--- config.mk ---
export PLATFORM = sky130hd
export DESIGN_NAME = som_front
export DESIGN_NICKNAME = d
export VERILOG_FILES = /design/src/rtl/som_pkg.sv /design/src/rtl/som_front.sv
export SDC_FILE = /design/constraint.sdc
export NUM_CORES = 1
export LEC_CHECK = 0
export BUFFER_PORTS_ARGS = -buffer_cell sky130_fd_sc_hd__buf_2
export CAP_MARGIN = 10
export CORE_ASPECT_RATIO = 1.1
export CORE_MARGIN = 1.5
export CORE_UTILIZATION = 50
export CTS_CLUSTER_SIZE = 20
export DETAILED_ROUTE_END_ITERATION = 12
export HOLD_SLACK_MARGIN = 0.03
export MAX_ROUTING_LAYER = met4
export PLACE_DENSITY = 0.79
export SYNTH_ARGS = -nofsm -noshare
export SYNTH_HDL_FRONTEND = slang
export SYNTH_SLANG_ARGS = --single-unit
--- constraint.sdc ---
create_clock -name clk -period 2.9 [get_ports clk]
set_input_delay 0.58 -clock clk [delete_from_list [all_inputs] [get_ports clk]]
set_output_delay 0.58 -clock clk [all_outputs]
set_load 0.1 [all_outputs]
--- src/rtl/som_pkg.sv ---
// Shared types, codes and constants for the self-organizing map engine.
package som_pkg;

  localparam int PADDR_W = 5;

  localparam logic [1:0] ACT_LOAD  = 2'd0;
  localparam logic [1:0] ACT_TRAIN = 2'd1;
  localparam logic [1:0] ACT_EVAL  = 2'd2;
  localparam logic [1:0] ACT_NONE  = 2'd3;

  localparam logic [2:0] REG_MAP_ROWS      = 3'd0;
  localparam logic [2:0] REG_MAP_COLS      = 3'd1;
  localparam logic [2:0] REG_VECTOR_LENGTH = 3'd2;
  localparam logic [2:0] REG_RADIUS_SQUARE = 3'd3;
  localparam logic [2:0] REG_INV_TWO_RSQ   = 3'd4;
  localparam logic [2:0] REG_EFF_RATE      = 3'd5;

  localparam logic [35:0] DIST_MAX  = 36'hF_FFFF_FFFF;
  localparam logic [36:0] DIST_INIT = 37'h10_0000_0000;
  localparam logic [16:0] RATE_ONE  = 17'd65536;

  typedef struct packed {
    logic [1:0]  action;
    logic [9:0]  neuron_index;
    logic [3:0]  component_index;
    logic [15:0] value;
    logic        last_component;
  } in_item_t;

  typedef struct packed {
    logic [9:0]  bmu_index;
    logic [4:0]  bmu_row;
    logic [4:0]  bmu_col;
    logic [13:0] bmu_offset;
    logic [35:0] bmu_distance;
    logic        was_trained;
  } out_item_t;

  typedef struct packed {
    logic [5:0]  map_rows;
    logic [5:0]  map_cols;
    logic [4:0]  vector_length;
    logic [18:0] radius_square;
    logic [15:0] inv_two_radius_square;
    logic [16:0] effective_rate;
  } cfg_t;

  typedef enum logic {OP_LOAD, OP_SAMPLE} op_t;

  typedef struct packed {
    op_t      op;
    logic     train;
    in_item_t item;
  } q_item_t;

  // round(65536*exp(-k/2)); the entry past the end reads as zero
  function automatic logic [16:0] exp_val(input logic [4:0] i);
    logic [16:0] v;
    case (i)
      5'd0:    v = 17'd65536;
      5'd1:    v = 17'd39750;
      5'd2:    v = 17'd24109;
      5'd3:    v = 17'd14623;
      5'd4:    v = 17'd8869;
      5'd5:    v = 17'd5380;
      5'd6:    v = 17'd3263;
      5'd7:    v = 17'd1979;
      5'd8:    v = 17'd1200;
      5'd9:    v = 17'd728;
      5'd10:   v = 17'd442;
      5'd11:   v = 17'd268;
      5'd12:   v = 17'd162;
      5'd13:   v = 17'd99;
      5'd14:   v = 17'd60;
      5'd15:   v = 17'd36;
      default: v = 17'd0;
    endcase
    return v;
  endfunction

endpackage

--- src/rtl/som_front.sv ---
// Front end: config registers, item intake, classification and a two-entry queue.
module som_front import som_pkg::*; (
  input  logic               clk,
  input  logic               rst_n,
  input  logic               psel,
  input  logic               penable,
  input  logic               pwrite,
  input  logic [PADDR_W-1:0] paddr,
  input  logic [31:0]        pwdata,
  output logic [31:0]        prdata,
  output logic               pready,
  input  logic               in_valid,
  output logic               in_stall,
  input  in_item_t           in_data,
  output cfg_t               cfg,
  output logic               q_valid,
  output q_item_t            q_head,
  input  logic               q_pop
);

  cfg_t       cfg_r;
  q_item_t    q_r [2];
  logic       wp_r, rp_r;
  logic [1:0] cnt_r;
  logic       push;
  logic       cfg_we;
  logic [2:0] reg_idx;

  assign pready  = 1'b1;
  assign reg_idx = paddr[4:2];
  assign cfg_we  = psel && penable && pwrite && pready;
  assign cfg     = cfg_r;

  always_comb begin
    unique case (reg_idx)
      REG_MAP_ROWS:      prdata = 32'(cfg_r.map_rows);
      REG_MAP_COLS:      prdata = 32'(cfg_r.map_cols);
      REG_VECTOR_LENGTH: prdata = 32'(cfg_r.vector_length);
      REG_RADIUS_SQUARE: prdata = 32'(cfg_r.radius_square);
      REG_INV_TWO_RSQ:   prdata = 32'(cfg_r.inv_two_radius_square);
      REG_EFF_RATE:      prdata = 32'(cfg_r.effective_rate);
      default:           prdata = 32'd0;
    endcase
  end

  always_ff @(posedge clk) begin
    if (!rst_n) begin
      cfg_r.map_rows              <= 6'd32;
      cfg_r.map_cols              <= 6'd32;
      cfg_r.vector_length         <= 5'd16;
      cfg_r.radius_square         <= 19'd262144;
      cfg_r.inv_two_radius_square <= 16'd32;
      cfg_r.effective_rate        <= 17'd65536;
    end else if (cfg_we) begin
      unique case (reg_idx)
        REG_MAP_ROWS:      cfg_r.map_rows              <= pwdata[5:0];
        REG_MAP_COLS:      cfg_r.map_cols              <= pwdata[5:0];
        REG_VECTOR_LENGTH: cfg_r.vector_length         <= pwdata[4:0];
        REG_RADIUS_SQUARE: cfg_r.radius_square         <= pwdata[18:0];
        REG_INV_TWO_RSQ:   cfg_r.inv_two_radius_square <= pwdata[15:0];
        REG_EFF_RATE:      cfg_r.effective_rate        <= pwdata[16:0];
        default: ;
      endcase
    end
  end

  // unused action code is taken and dropped here
  assign in_stall = (cnt_r == 2'd2);
  assign push     = in_valid && !in_stall && (in_data.action != ACT_NONE);
  assign q_valid  = (cnt_r != 2'd0);
  assign q_head   = q_r[rp_r];

  always_ff @(posedge clk) begin
    if (!rst_n) begin
      wp_r  <= 1'b0;
      rp_r  <= 1'b0;
      cnt_r <= 2'd0;
    end else begin
      if (push) wp_r <= ~wp_r;
      if (q_pop) rp_r <= ~rp_r;
      cnt_r <= cnt_r + 2'(push) - 2'(q_pop);
    end
  end

  always_ff @(posedge clk) begin
    if (push) begin
      q_r[wp_r].op    <= (in_data.action == ACT_LOAD) ? OP_LOAD : OP_SAMPLE;
      q_r[wp_r].train <= (in_data.action == ACT_TRAIN);
      q_r[wp_r].item  <= in_data;
    end
  end

endmodule

==> flow_summary.yaml <==
run_status:
  outcome: "finished clean"
clock_tree:
  register_clock_pin_slew_on_the_reported_worst_setup_and_hold_paths_ns: 0.06
  htree_levels: 4
  cts.path.max_buffers: 2
  cts_made_buffers: 17
  clk-insertion-delay-late_ns: 0.40
  clk_root_buffer_cell: "sky130_fd_sc_hd__clkbuf_16"
  cts_sinks: 144
  postCtsSetupRepairBufs: 0
  cts_hold_buf: 0
  post_cts.resized_instances: 0
  cts_tree: "built"
place:
  port-buffer-count: 186
  dp_worst_setup_slack_ns: 0.393
  dp.final_hpwl_um: 9670
  finalWeightedCongestion: 0.837
timing:
  finalClockSkew_ns: 0.00763
  worstMarginPinSlew_ns: 0.545
  period_minus_slack_ns: 2.53
  clock.fmax_mhz: 396
  fin_crit_sh_pct: 87.1
  rsz_0062_raised_after_global_routing: "false"
  final_max_slew_viol_count: 0
  finalSetupViolations: 0
  maxSlewHeadroom_pct: 63.6
  final_hold_viol_count: 0
  fin_tns_setup_ns: 0
  final_critical_path_setup_slack_ns: 0.374
  hold_ws_ns: 0.360
synth:
  postSynthCellCount: 480
  count_of_flip_flops_with_a_built_in_enable_after_synthesis: 70
  register_bit_total_from_synthesis: 144
  post_synth_instance_area_sq_um: 6100
  netlist-cell-type-count: 44
  post_synth.cell_area_avg_sq_um: 12.7
  synth_simple_gate_area_share_pct: 10.0
  synth_seq_area_share_pct: 58.7
  synth_compound_area_share_pct: 3.40
  yosysWarnings: 0
  synthXorXnorAreaFrac_pct: 0.431
  combinational_family_with_the_most_area_after_synthesis: "multiplexers"
  postSynth.topFlopCell: "sky130_fd_sc_hd__dfxtp_1"
  synth.mux.area_fraction_pct: 21.7
  synthAdderAreaFrac_pct: 0.410
  postSynth.asyncResetShare_pct: 0
power:
  power.share.sequential_pct: 40.1
  power.density_cell_area_nw_per_um2: 716
  power_leakage_nw: 3.33
  combinationalPowerShare_pct: 22.3
  vdd_drop_max_uv: 461
  power_w: 0.00574
  power_report.internal_total_w: 0.00381
  clock_power_share_pct: 37.5
  net-switching-power_w: 0.00193
  sw_frac_of_total_pct: 33.6
floorplan:
  chipHeight_um: 119
  die_width_um: 108
  num_rows: 42
  start_util_pct: 50.9
  fp.dieArea_sq_um: 12900
  pin_count: 216
  core_area_sq_um: 12000
final_layout:
  layout.cells.most_common_list: "sky130_fd_sc_hd__buf_2 (166), sky130_fd_sc_hd__mux2i_1 (92), sky130_fd_sc_hd__nand2_1 (84)"
  post_route_cells_drive_above_1_share_pct: 41.7
  fin_nets: 744
  layout.cells.most_common: "sky130_fd_sc_hd__buf_2"
  final_util_pct: 66.9
  antennaDiodeCount: 0
  area_growth_from_synthesis_to_final_layout_pct: 31.3
worst_setup_path:
  critPathMaxStageDelay_ns: 0.28
  cp_num_buf_inv: 4
  critical_path.most_common_cell: "sky130_fd_sc_hd__buf_4"
  crit_family: "buffers and inverters"
  sequence_of_cells_on_the_critical_path: "buf_2, buf_4, buf_4, mux2i_1, o2bb2ai_1, buf_12"
  critical_path.startpoint_type: "primary input"
  worst_r2r_startpoint: "cnt_r[1]$_SDFF_PN0_"
  cp_data_arrival_time_ns: 1.95
  timing.critical_path.slowest_stage_cell: "sky130_fd_sc_hd__buf_4"
  criticalPathCategory: "primary input to output pin"
  setup.reg_to_reg.worst_slack_ns: 0.98
  r2r.worst_path.cells: 8
  critical_path_required_ns: 2.32
  endpoint_kind: "output pin"
  worst_r2r_endpoint: "cnt_r[1]$_SDFF_PN0_"
  worstPathMaxFanout: 12
route:
  post-route-drc-count: 0
  viasPerCell: 5.17
  drt_pass1_iterations: 4
  via_count: 4301
  dr.first_iter.drc_count: 203
  wl_per_cell_um: 16.5
  drtAntennaViolNets: 0
  detail_route.wirelength_um: 13800
global_routing:
  grt_max_degree: 37
  number_of_antenna_violations_at_the_first_check_in_global_routing: 0
  grt_overflow: 0
  wire_length_of_the_first_global_routing_pass_um: 21500
  first_global_vias: 4365
  grt_util_all_layers_pct: 22.3
hold_path:
  min-delay-path-class: "primary input to register"
  timing.hold.worst_endpoint: "q_r[1][12]$_DFFE_PP_"
  hold-path-cell-count: 1
  hold_path_startpoint: "in_data[12]"
job:
  maxCapViolations: 0
==> power by group through the flow <==
stage,combinational [W],sequential (W),clock [W]
detailed placement,0.00129,0.00235,0
floorplan,0.00103,0.00239,0
finish,0.00128,0.00230,0.00216
CTS,0.00129,0.00231,0.00220
global route,0.00134,0.00231,0.00230
global placement,0.00127,0.00234,0
==> registers in the layout, indices dropped and copies added (netlist names), named ones only <==
| name | flops |
|---|---|
| cfg | 69 |
| cnt_r | 2 |
| q_r | 70 |
| rp_r | 1 |
| wp_r | 1 |
==> area by class of cell <==
class                      count  area (sq um)
clock buffer                  17           425
clock inverter                15           169
timing repair buffer         200          1340
sequential                   144          3580
tap                          154           193
fill                         895          3970
inverter                       5          18.8
multi-input combinational    297          2290
==> cell families after synthesis <==
logic type,after synthesis
compound gates,26
xor+xnor,3
simple gates,124
mux,128
other cells,2
flops,144
buf+inv,51
fa+ha+maj,2
==> layer usage <==
metal,share of wire (%),up-vias,wire length [um],global-route usage [%]
met3,7.7,11,1070,6.73
met2,50,165,6930,37.1
li1,-,2047,-,-
met4,0.73,0,100,5.02
met5,0,-,0,-
met1,41,2078,5660,26.8
==> synthesized netlist by cell type (all sizes together), types with 3 or more instances <==
cell	instances	area [sq um]
and2	6	37.5
nand2b	4	25.0
o2bb2ai	10	87.6
edfxtp	70	2100
clkbuf	12	45.0
o21ai	5	25.0
nor2	4	33.8
dfxtp	74	1480
nand2	84	315
buf	34	250
mux2i	92	921
or3	3	18.8
o32a	3	30.0
inv	5	18.8
and3	3	18.8
nor2b	8	50.1
mux2	36	405
==> per-stage QoR <==
step                std cells  instance area [sq um]
floorplan                 492                   6170
global placement          800                   7420
finish                    832                   8020
CTS                       832                   8020
detailed placement        800                   7420
global route              832                   8020
==> worst register-to-register path, stage by stage, from the launching register on <==
cell and delay [ns]:
sky130_fd_sc_hd__dfxtp_1 0.32, sky130_fd_sc_hd__nor2b_2 0.16, sky130_fd_sc_hd__nand3b_1 0.31, sky130_fd_sc_hd__ha_1 0.38, sky130_fd_sc_hd__inv_1 0.04, sky130_fd_sc_hd__ha_1 0.18
sky130_fd_sc_hd__xnor2_1 0.19, sky130_fd_sc_hd__xnor2_1 0.08, sky130_fd_sc_hd__and2_1 0.15
==> how the worst max path moves through the flow <==
stage,from,endpoint,cells past startpoint
floorplan,paddr[4],prdata[10],5
global placement,paddr[2],prdata[9],6
detailed placement,paddr[2],prdata[14],6
CTS,paddr[2],prdata[14],6
global route,paddr[2],prdata[14],6
finish,paddr[2],prdata[14],6
(Power assumes the default switching activity.)
